## config.mk

```make
export PLATFORM = sky130hd
export DESIGN_NAME = http_request_line_uri_extract
export DESIGN_NICKNAME = d
export VERILOG_FILES = /design/src/rtl/hrlue_pkg.sv /design/src/rtl/http_request_line_uri_extract.sv /design/src/rtl/hrlue_char_class.sv
export VERILOG_INCLUDE_DIRS = /design/src /design/src/rtl
export SDC_FILE = /design/constraint.sdc
export NUM_CORES = 1
export LEC_CHECK = 0
export BUFFER_PORTS_ARGS = -buffer_cell sky130_fd_sc_hd__buf_2
export CORE_MARGIN = 2
export CORE_UTILIZATION = 52
export CTS_CLUSTER_DIAMETER = 120
export CTS_CLUSTER_SIZE = 16
export DETAILED_ROUTE_END_ITERATION = 10
export PLACE_DENSITY = 0.8
export SLEW_MARGIN = 25
export SYNTH_ARGS = -nofsm -noshare
export SYNTH_HDL_FRONTEND = slang
export SYNTH_SLANG_ARGS = --single-unit
export TNS_END_PERCENT = 10
```

## constraint.sdc

```tcl
create_clock -name clock -period 6.65 [get_ports clock]
set_input_delay 0 -clock clock [delete_from_list [all_inputs] [get_ports clock]]
set_output_delay 0 -clock clock [all_outputs]
set_load 0.02 [all_outputs]
```

## src/rtl/http_request_line_uri_extract_assert.svh

```systemverilog
// assertion macros for the request-line uri extractor
`ifndef HTTP_REQUEST_LINE_URI_EXTRACT_ASSERT_SVH
`define HTTP_REQUEST_LINE_URI_EXTRACT_ASSERT_SVH

// same-cycle implication, off during reset
`define HRLUE_ASSERT_NOW(lbl, clk, rst, ante, cons) \
   lbl: assert property (@(posedge clk) disable iff (rst) (ante) |-> (cons)) \
      else $error("hrlue assertion failed");

// next-cycle implication, off during reset
`define HRLUE_ASSERT_NEXT(lbl, clk, rst, ante, cons) \
   lbl: assert property (@(posedge clk) disable iff (rst) (ante) |=> (cons)) \
      else $error("hrlue assertion failed");

`endif

```

## src/rtl/hrlue_pkg.sv

```systemverilog
// types and constants shared by the request-line uri extractor
package hrlue_pkg;

   localparam int FIELD_W = 12;

   localparam logic [7:0] CH_SPACE = 8'h20;
   localparam logic [7:0] CH_SLASH = 8'h2F;
   localparam logic [7:0] CH_DOT   = 8'h2E;
   localparam logic [7:0] CH_CR    = 8'h0D;
   localparam logic [7:0] CH_LF    = 8'h0A;
   localparam logic [7:0] CH_PCT   = 8'h25;
   localparam logic [7:0] CH_TILDE = 8'h7E;
   localparam logic [7:0] CASE_BIT = 8'h20;
   // lower-case letters, compared against a byte with the case bit forced
   localparam logic [7:0] CH_LC_G  = 8'h67;
   localparam logic [7:0] CH_LC_E  = 8'h65;
   localparam logic [7:0] CH_LC_T  = 8'h74;
   localparam logic [7:0] CH_LC_H  = 8'h68;
   localparam logic [7:0] CH_LC_P  = 8'h70;

   // positions inside "HTTP/d.d CR LF"
   localparam logic [3:0] TRL_H     = 4'd1;
   localparam logic [3:0] TRL_T1    = 4'd2;
   localparam logic [3:0] TRL_T2    = 4'd3;
   localparam logic [3:0] TRL_P     = 4'd4;
   localparam logic [3:0] TRL_SLASH = 4'd5;
   localparam logic [3:0] TRL_MAJOR = 4'd6;
   localparam logic [3:0] TRL_DOT   = 4'd7;
   localparam logic [3:0] TRL_MINOR = 4'd8;
   localparam logic [3:0] TRL_CR    = 4'd9;
   localparam logic [3:0] TRL_LF    = 4'd10;

   typedef struct packed {
      logic uri_char;
      logic space;
      logic digit;
      logic letter_h;
      logic letter_t;
      logic letter_p;
      logic slash;
      logic dot;
      logic cr;
      logic lf;
   } char_class_type;

endpackage

```

## src/rtl/http_request_line_uri_extract.sv

```systemverilog
// top level: locates the uri of an http get request line in a byte stream
//
//  channel | dir | tdata (low bit up)                        | tlast
//  req_    | in  | data_byte[7:0]                            | last_byte
//  rsp_    | out | uri_found, uri_offset[11:0], uri_length[11:0], zero pad | -
//
// one byte per cycle; the state update is a single pass from the port into the
// state registers, and the result is registered for the output side.
// a result appears the cycle after the last byte of a buffer is taken.
// req_tready drops only while a result waits and rsp_tready is low.
// reset is synchronous and clears the parser and the output valid.
module http_request_line_uri_extract #(
   parameter int MAX_LEN = 4096
) (
   input  logic        clock,
   input  logic        reset,
   input  logic        req_tvalid,
   output logic        req_tready,
   input  logic [7:0]  req_tdata,   // data_byte[7:0]
   input  logic        req_tlast,   // last_byte
   output logic        rsp_tvalid,
   input  logic        rsp_tready,
   output logic [31:0] rsp_tdata    // uri_found, uri_offset[11:0], uri_length[11:0], pad
);

   localparam int POS_W = $clog2(MAX_LEN + 1);
   localparam int EXT_W = (POS_W > hrlue_pkg::FIELD_W) ? POS_W : hrlue_pkg::FIELD_W;

   localparam logic [2:0] PH_SEARCH = 3'd0;
   localparam logic [2:0] PH_URI    = 3'd1;
   localparam logic [2:0] PH_TRAIL  = 3'd2;
   localparam logic [2:0] PH_DONE   = 3'd3;
   localparam logic [2:0] PH_FAIL   = 3'd4;

   logic [POS_W-1:0]                  pos_ff, pos_in;
   logic [2:0]                        phase_ff, phase_in;
   logic [23:0]                       recent_ff, recent_in;
   logic [POS_W-1:0]                  start_ff, start_in;
   logic [hrlue_pkg::FIELD_W-1:0]     end_ff, end_in;
   logic [3:0]                        trail_ff, trail_in;
   logic                              rsp_valid_ff, rsp_valid_in;
   logic [31:0]                       rsp_data_ff, rsp_data_in;

   hrlue_pkg::char_class_type         cls;
   logic                              accept;
   logic                              get_seen;
   logic                              trail_ok;
   logic [3:0]                        trail_next;
   logic [EXT_W-1:0]                  pos_ext;
   logic [EXT_W-1:0]                  start_ext;
   logic [hrlue_pkg::FIELD_W-1:0]     uri_offset;
   logic [hrlue_pkg::FIELD_W-1:0]     uri_length;

   hrlue_char_class u_char_class (
      .char_byte  (req_tdata),
      .char_class (cls)
   );

   assign req_tready = !rsp_valid_ff || rsp_tready;
   assign accept     = req_tvalid && req_tready;
   assign rsp_tvalid = rsp_valid_ff;
   assign rsp_tdata  = rsp_data_ff;

   assign get_seen =
      ((recent_ff[23:16] | hrlue_pkg::CASE_BIT) == hrlue_pkg::CH_LC_G) &&
      ((recent_ff[15:8]  | hrlue_pkg::CASE_BIT) == hrlue_pkg::CH_LC_E) &&
      ((recent_ff[7:0]   | hrlue_pkg::CASE_BIT) == hrlue_pkg::CH_LC_T);

   assign trail_next = trail_ff + 4'd1;
   assign pos_ext    = EXT_W'(pos_ff);

   always_comb begin
      unique case (trail_next)
         hrlue_pkg::TRL_H:     trail_ok = cls.letter_h;
         hrlue_pkg::TRL_T1:    trail_ok = cls.letter_t;
         hrlue_pkg::TRL_T2:    trail_ok = cls.letter_t;
         hrlue_pkg::TRL_P:     trail_ok = cls.letter_p;
         hrlue_pkg::TRL_SLASH: trail_ok = cls.slash;
         hrlue_pkg::TRL_MAJOR: trail_ok = cls.digit;
         hrlue_pkg::TRL_DOT:   trail_ok = cls.dot;
         hrlue_pkg::TRL_MINOR: trail_ok = cls.digit;
         hrlue_pkg::TRL_CR:    trail_ok = cls.cr;
         hrlue_pkg::TRL_LF:    trail_ok = cls.lf;
         default:              trail_ok = 1'b0;
      endcase
   end

   // parser state update for the byte on the port
   always_comb begin
      pos_in    = pos_ff;
      phase_in  = phase_ff;
      recent_in = recent_ff;
      start_in  = start_ff;
      end_in    = end_ff;
      trail_in  = trail_ff;
      if (pos_ff >= POS_W'(MAX_LEN)) begin
         // overlong buffer
         phase_in = PH_FAIL;
      end else begin
         pos_in    = pos_ff + POS_W'(1);
         recent_in = {recent_ff[15:0], req_tdata};
         unique case (phase_ff)
            PH_SEARCH: begin
               if (cls.space && get_seen) begin
                  phase_in = PH_URI;
                  start_in = pos_ff + POS_W'(1);
               end
            end
            PH_URI: begin
               if (cls.uri_char) begin
                  phase_in = PH_URI;
               end else if (cls.space && (pos_ff != start_ff)) begin
                  end_in   = pos_ext[hrlue_pkg::FIELD_W-1:0];
                  trail_in = 4'd0;
                  phase_in = PH_TRAIL;
               end else begin
                  phase_in = PH_FAIL;
               end
            end
            PH_TRAIL: begin
               trail_in = trail_next;
               if (!trail_ok) begin
                  phase_in = PH_FAIL;
               end else if (trail_next == hrlue_pkg::TRL_LF) begin
                  phase_in = PH_DONE;
               end
            end
            default: begin
               phase_in = phase_ff;
            end
         endcase
      end
   end

   assign start_ext  = EXT_W'(start_in);
   assign uri_offset = start_ext[hrlue_pkg::FIELD_W-1:0];
   assign uri_length = end_in - uri_offset;

   always_comb begin
      rsp_valid_in = rsp_valid_ff && !rsp_tready;
      rsp_data_in  = rsp_data_ff;
      if (accept && req_tlast) begin
         rsp_valid_in = 1'b1;
         if (phase_in == PH_DONE) begin
            rsp_data_in = {7'd0, uri_length, uri_offset, 1'b1};
         end else begin
            rsp_data_in = 32'd0;
         end
      end
   end

   always_ff @(posedge clock) begin
      if (reset) begin
         pos_ff       <= '0;
         phase_ff     <= PH_SEARCH;
         recent_ff    <= '0;
         start_ff     <= '0;
         end_ff       <= '0;
         trail_ff     <= '0;
         rsp_valid_ff <= 1'b0;
      end else begin
         rsp_valid_ff <= rsp_valid_in;
         if (accept) begin
            if (req_tlast) begin
               // buffer ends: start clean for the next one
               pos_ff    <= '0;
               phase_ff  <= PH_SEARCH;
               recent_ff <= '0;
               start_ff  <= '0;
               end_ff    <= '0;
               trail_ff  <= '0;
            end else begin
               pos_ff    <= pos_in;
               phase_ff  <= phase_in;
               recent_ff <= recent_in;
               start_ff  <= start_in;
               end_ff    <= end_in;
               trail_ff  <= trail_in;
            end
         end
      end
   end

   always_ff @(posedge clock) begin
      rsp_data_ff <= rsp_data_in;
   end

`include "http_request_line_uri_extract_assert.svh"

   `HRLUE_ASSERT_NOW(a_stall_blocks_input, clock, reset, rsp_tvalid && !rsp_tready, !req_tready)
   `HRLUE_ASSERT_NEXT(a_last_gives_result, clock, reset, accept && req_tlast, rsp_tvalid)
   `HRLUE_ASSERT_NOW(a_miss_is_zero, clock, reset, rsp_tvalid && !rsp_tdata[0], rsp_tdata == 32'd0)
   `HRLUE_ASSERT_NEXT(a_last_clears, clock, reset, accept && req_tlast, pos_ff == '0 && phase_ff == PH_SEARCH)

endmodule

```

## src/rtl/hrlue_char_class.sv

```systemverilog
// classifies one request byte for the uri and trailer checks
module hrlue_char_class (
   input  logic [7:0]                  char_byte,
   output hrlue_pkg::char_class_type   char_class
);

   logic [7:0] folded;
   logic       letter;
   logic       digit;
   logic       punct;

   assign folded = char_byte | hrlue_pkg::CASE_BIT;
   assign letter = (folded >= "a") && (folded <= "z");
   assign digit  = (char_byte >= "0") && (char_byte <= "9");

   always_comb begin
      unique case (char_byte)
         hrlue_pkg::CH_PCT, "-", hrlue_pkg::CH_DOT, "_", hrlue_pkg::CH_TILDE, ":",
         hrlue_pkg::CH_SLASH, "?", "#", "[", "]", "@", "!", "$", "&", "'", "(", ")",
         "*", "+", ",", ";", "=": punct = 1'b1;
         default: punct = 1'b0;
      endcase
   end

   always_comb begin
      char_class.uri_char = letter || digit || punct;
      char_class.space    = (char_byte == hrlue_pkg::CH_SPACE);
      char_class.digit    = digit;
      char_class.letter_h = (folded == hrlue_pkg::CH_LC_H);
      char_class.letter_t = (folded == hrlue_pkg::CH_LC_T);
      char_class.letter_p = (folded == hrlue_pkg::CH_LC_P);
      char_class.slash    = (char_byte == hrlue_pkg::CH_SLASH);
      char_class.dot      = (char_byte == hrlue_pkg::CH_DOT);
      char_class.cr       = (char_byte == hrlue_pkg::CH_CR);
      char_class.lf       = (char_byte == hrlue_pkg::CH_LF);
   end

endmodule

```

Word level (Yosys, flattened, before mapping)
Index checks and enable logic that the tools add are counted.
{ "totals": {"reg_bits": 102, "in_bits": 13, "elab_cells": 121} }
{ "classes": {"add_sub_neg": 3, "n_lt_le_gt_ge": 5, "n_eq_ne": 49, "muxes": 30, "n_reduce_logical": 24} }
{ "op_table": {"columns": ["op", "n"], "rows": [
  ["$eq 8x6->1 const B", 19],
  ["$mux 13", 6],
  ["$mux 12", 5],
  ["$mux 24", 2],
  ["$eq 7x6->1 const B", 6],
  ["$eq 8x7->1 const B", 5],
  ["$reduce_or 23->1", 1],
  ["$mux 3", 7],
  ["$eq 4x3->1 const B", 4],
  ["$eq 8x4->1 const B", 2],
  ["$mux 4", 4],
  ["$add 13x1->13 const B", 1],
  ["$ge 13x13->1 const B", 1],
  ["$ne 13x13->1", 1],
  ["$eq 4x4->1 const B", 3],
  ["$sub 12x12->12", 1],
  ["$logic_and 1x1->1", 9],
  ["$pmux 3 s3", 1],
  ["$eq 4x2->1 const B", 2],
  ["$ge 8x6->1 const B", 1],
  ["$ge 8x7->1 const B", 1],
  ["$le 8x6->1 const B", 1],
  ["$le 8x7->1 const B", 1],
  ["$pmux 1 s8", 1],
  ["other kinds (17)", 26]
]} }

Depth between registers and ports, before layout
{ "logic_depth": {"ltp_word": 9, "ltp_mapped": 17} }

Hierarchy
A second synthesis with hierarchy kept.
{ "hier_totals": {"cells_unflattened": 586, "area_unflattened_um2": 5203.7} }
{ "modules_own_cells": {"columns": ["mod", "n_inst", "cells_each", "area_per_inst_um2"], "rows": [
  ["http_request_line_uri_extract", 1, 542, 4904.7],
  ["hrlue_char_class", 1, 44, 299.0]
]} }

Worst setup path after synthesis
Ideal clock, no wire load.
{ "synth_path": {"kind": "reg-to-reg", "startpoint": "reg phase_ff[2]", "endpoint": "reg rsp_data_ff[23], in the netlist rsp_tdata[23], data pin", "setup_ps": 152, "arrival_ps": 3762, "path_slack_ps": 2736, "path_stages_with_launch": 17, "path_buffers": 2, "period_less_slack_ps": 3914, "path_cell_list": "dfxtp_1 > clkbuf_1 > nor4b_1 > nand4_1 > nor4_4 > buf_2 > mux2_2 > ha_1 > inv_1 > fa_1 > a21o_1 > a21oi_1 > o21bai_1 > a21oi_1 > o21ai_0 > or3_1 > a31oi_1"} }
{ "synth_lines": {"columns": ["element", "line", "source"], "rows": [
  ["start: declaration", "http_request_line_uri_extract.sv:36", "logic [2:0] phase_ff, phase_in;"],
  ["start signal: assignment", "http_request_line_uri_extract.sv:174", "phase_ff <= phase_in;"],
  ["$logic_not 3->1", "http_request_line_uri_extract.sv:102", "unique case (phase_ff)"],
  ["$mux 13", "http_request_line_uri_extract.sv:102", null],
  ["$mux 13", "http_request_line_uri_extract.sv:96", "if (pos_ff >= POS_W'(MAX_LEN)) begin"],
  ["named net start_ext[0]", "http_request_line_uri_extract.sv:50", "logic [EXT_W-1:0] start_ext;"],
  ["$sub 12x12->12", "http_request_line_uri_extract.sv:137", "assign uri_length = end_in - uri_offset;"],
  ["end signal: assignment", "http_request_line_uri_extract.sv:185", "rsp_data_ff <= rsp_data_in;"],
  ["end: declaration", "http_request_line_uri_extract.sv:42", "logic [31:0] rsp_data_ff, rsp_data_in;"]
]} }
The timed path passes the listed nets, and every way through them passes these cells. The select of a mux whose other input is x is not followed.
A chain may end at the register's enable or synchronous reset.

Worst setup path after layout
Ends and elaborated chain as after synthesis.

==> metrics.md <==
| Metric | Value |
|---|---|
| Status | complete, no violations |
| Worst slack, placed | 2700 ps |
| CTS tree | done |
| Syn_area_per_cell | 8.79 µm² |
| Req. time, crit path | 6850 ps |
| Slowest CP cell | dfxtp_1 |
| FF-to-FF setup slack | 2650 ps |
| Setup Total Neg Slack | 0 ps |
| Total core area | 9730 µm² |
| Die W | 104 µm |
| Antenna Violating Nets Remaining | 0 |
| Worst-margin pin slew | 935 ps |
| Cell leakage power | 2.05 nW |
| Synth cell types | 67 |
| Post-synth top area share | 25.8% |
| Peak supply drop | 0.110 mV |
| Final core utilization | 57.7% |
| Layout fillers | 856 |
| Die Y | 104 µm |
| CP endpoint kind | flop |
| Cell Pwr Density | 182 nW/µm² |
| Critical Path AT | 4200 ps |
| Die ar. | 10,800 µm² |
| FMAX | 250 MHz |
| Post-synth top area cell | dfxtp_1 |
| Period utilization | 60.1% |
| Clk sinks | 92 |
| Post-synth EDFFs | 25 |
| Final Setup Violations | 0 |
| Crit path cell chain | nor4b_1 -> nand4_1 -> nor4_4 -> buf_4 -> mux2_2 -> ha_1 -> inv_1 -> fa_1 -> a21o_1 -> a21oi_1 -> o21bai_1 -> a21oi_1 -> o21ai_0 -> or3_1 -> a31oi_1 |
| Mapped Area | 5190 µm² |
| Count leader, synth | nor2_1 |
| Worst Setup SP | phase_ff[2]$_SDFFE_PP0P_ |
| Root Driver | clkbuf_8 |
| Setup crit start kind | flop |
| Initial core utilization | 53.4% |
| Synth cell count leaders | nor2_1 (99), dfxtp_1 (67), clkbuf_1 (42) |
| Clk buf depth | 2 |
| Boundary Pins | 47 |
| Critical Path Stages | 15 |
| Most frequent CP cell | a21oi_1 |
| Cells on worst reg2reg path | 15 |
| Initial antenna violation count | 0 |
| Cells after Synth | 591 |
| Vias per inst | 5.94 |
| MaxCap Viol Count | 0 |
| Worst skew pair latency | 360 ps |
| Slew HR | 37.6% |
| Setup Skew | 16.6 ps |
| # rows | 36 |
| Final-report hold violation count | 0 |
| GRT Overall Usage | 21.9% |
| RSZ-0062 raised after global routing | no |
| Post-Route WL | 11,700 µm |
| Post-DP HPWL | 8270 µm |
| WL/cell | 15.8 µm |
| Clk slew on worst S/H paths | 100 ps |
| Seq/Total Area, Yosys | 40.3% |
| Min Tclk post-route | 4000 ps |
| H-tree level count | 3 |
| Crit-path max cell delay | 400 ps |
| Hold WC Path Type | input port to flop |
| Antenna cells | 0 |
| TritonRoute pass-1 iters | 6 |
| Max Fanout on Critical Path | 16 |
| Worst setup path endpoint | rsp_tdata[23]$_SDFFCE_PP0P_ |
| Yosys reg bits | 92 |
| First-pass GRT wire length | 19,600 µm |
| Largest net degree at the start of global routing | 68 |
| Area delta synth->final | 8.17% |
| RePlAce Congestion | 0.917 |
| Most used DFF post-synth | dfxtp_1 |
| Number of CTS-inserted buffers | 9 |
| Grt ovf | 0 |
| Port bufs | 39 |
| Final Net Count | 636 |
| Fraction of layout cells with a size suffix above 1 | 13.5% |
| Initial DRC Count | 320 |
| DRC | 0 |
| Buf/Inv on CP | 2 |
| Top delay family on crit path | simple AND/OR/NAND/NOR gates |
| Reg2reg end | rsp_tdata[23]$_SDFFCE_PP0P_ |
| Slew Limit Fails | 0 |
| Setup WS post-layout | 2650 ps |
| Warnings, synthesis | 0 |
| Vias in the first global route | 4,070 |
| Via count | 4,404 |
| Post-CTS sizing | 0 |
| CP Class | flop to flop |
| Reg2reg start | phase_ff[2]$_SDFFE_PP0P_ |
| Top cells by area, synth | dfxtp_1 (26%), edfxtp_1 (14%), nor2_1 (7.2%), a22oi_1 (5.9%), ha_1 (4.3%) |
| Async SR Flop Fraction | 0% |
repair_timing:
action / CTS / global route
setup buffers: 0 / 0
hold endpoints to repair: 5 / 0
hold buffers: 5 / 0
cells in the final DEF, fill, tap and decap left out, types with 3 or more instances in the layout:
master         netlist  final
nand3_1             10     10
nand2_1             23     23
a22oi_1             41     41
edfxtp_1            25     25
conb_1               1      7
mux2i_1             15     15
or3_1                5      5
o21ai_0             18     18
xnor2_1             19     19
and4_1               3      3
nand4_1             10     10
nor2_1              99     99
buf_2                2     39
buf_4                8      6
inv_6                0      3
nand2b_1             8      8
nor3_1              24     23
dlygate4sd3_1        0      5
inv_1               15     15
o31ai_1              4      4
clkbuf_8             0     10
a31oi_1              3      3
nor4b_1              5      5
a21oi_1             36     36
xor2_1              13     13
and3_1              10     10
o211ai_1             4      4
nor2b_1              5      5
ha_1                18     18
mux2_2              11     11
dfxtp_1             67     67
nand4b_1             3      3
routing by layer:
layer  GRT usage [%]  up-vias  share of wire [%]
li1                -     2128                  -
met1            29.6     2073                 44
met4            8.59        0                1.7
met3            3.45       21                6.9
met2            35.5      182                 48
met5               0        -                  0
final cells by class:
type / count / area, µm² / area share, %
Sequential cell: 92 / 2090 / 37.2
Clock buffer: 11 / 143 / 2.54
Multi-Input combinational cell: 436 / 2830 / 50.3
Timing Repair Buffer: 50 / 290 / 5.17
Clock inverter: 5 / 42.5 / 0.757
Inverter: 15 / 56.3 / 1.00
Tap cell: 133 / 166 / 2.96
flip-flops by register name (all words and copies together) (netlist names):
signal,cells
end_ff,12
phase_ff,3
pos_ext,13
recent_ff,21
rsp_tdata,25
rsp_tvalid,1
start_ff,13
trail_ff,4
metrics by stage:
stage | instance area (µm²) | total power [mW] | hold WS, ps | std cells
2_1_floorplan | 5220 | 0.658 | 148 | 597
3_3_place_gp | 5380 | 0.677 | 323 | 721
3_5_place_dp | 5380 | 0.679 | 344 | 721
4_1_cts | 5620 | 1.03 | 1.24 | 742
5_1_grt | 5620 | 1.06 | 53.4 | 742
6_report | 5620 | 1.02 | 11.2 | 742
worst min path at each step:
stage	from	endpoint	depth (start not counted)
2_1_floorplan	req_tdata[4]	recent_ff[4]$_SDFFE_PP0P_	2
3_3_place_gp	req_tdata[7]	recent_ff[7]$_SDFFE_PP0P_	3
3_5_place_dp	req_tdata[7]	recent_ff[7]$_SDFFE_PP0P_	3
4_1_cts	req_tdata[1]	recent_ff[1]$_SDFFE_PP0P_	3
5_1_grt	req_tdata[2]	recent_ff[2]$_SDFFE_PP0P_	3
6_report	req_tdata[1]	recent_ff[1]$_SDFFE_PP0P_	3
worst min-delay path, delay by kind of cell:
family,cells,cell delay (ps)
AO/OA/AOI/OAI,1,90
buffers and inverters,1,180
AND/OR/NAND/NOR,1,80
where the power goes:
group	total [mW]	switching, mW	leakage [nW]	internal [mW]
clock	0.353	0.201	0.0939	0.152
sequential	0.588	0.00468	0.761	0.584
combinational	0.0806	0.0588	1.20	0.0219
logic make-up (layout without fill, tap and decap cells):
| logic type | after synthesis | count (layout) | share of synthesized area (%) |
|---|---|---|---|
| buffers and inverters | 69 | 81 | 5.90 |
| xor gates and xnor gates | 32 | 32 | 5.40 |
| other | 1 | 7 | 0.0722 |
| AOI/OAI and AO/OA | 129 | 129 | 16.5 |
| muxes | 26 | 26 | 5.28 |
| adders and majority gates | 19 | 19 | 4.72 |
| and+or+nand+nor | 223 | 223 | 21.9 |
| DFF | 92 | 92 | 40.3 |
No activity file was read; power rests on OpenSTA's default activity.
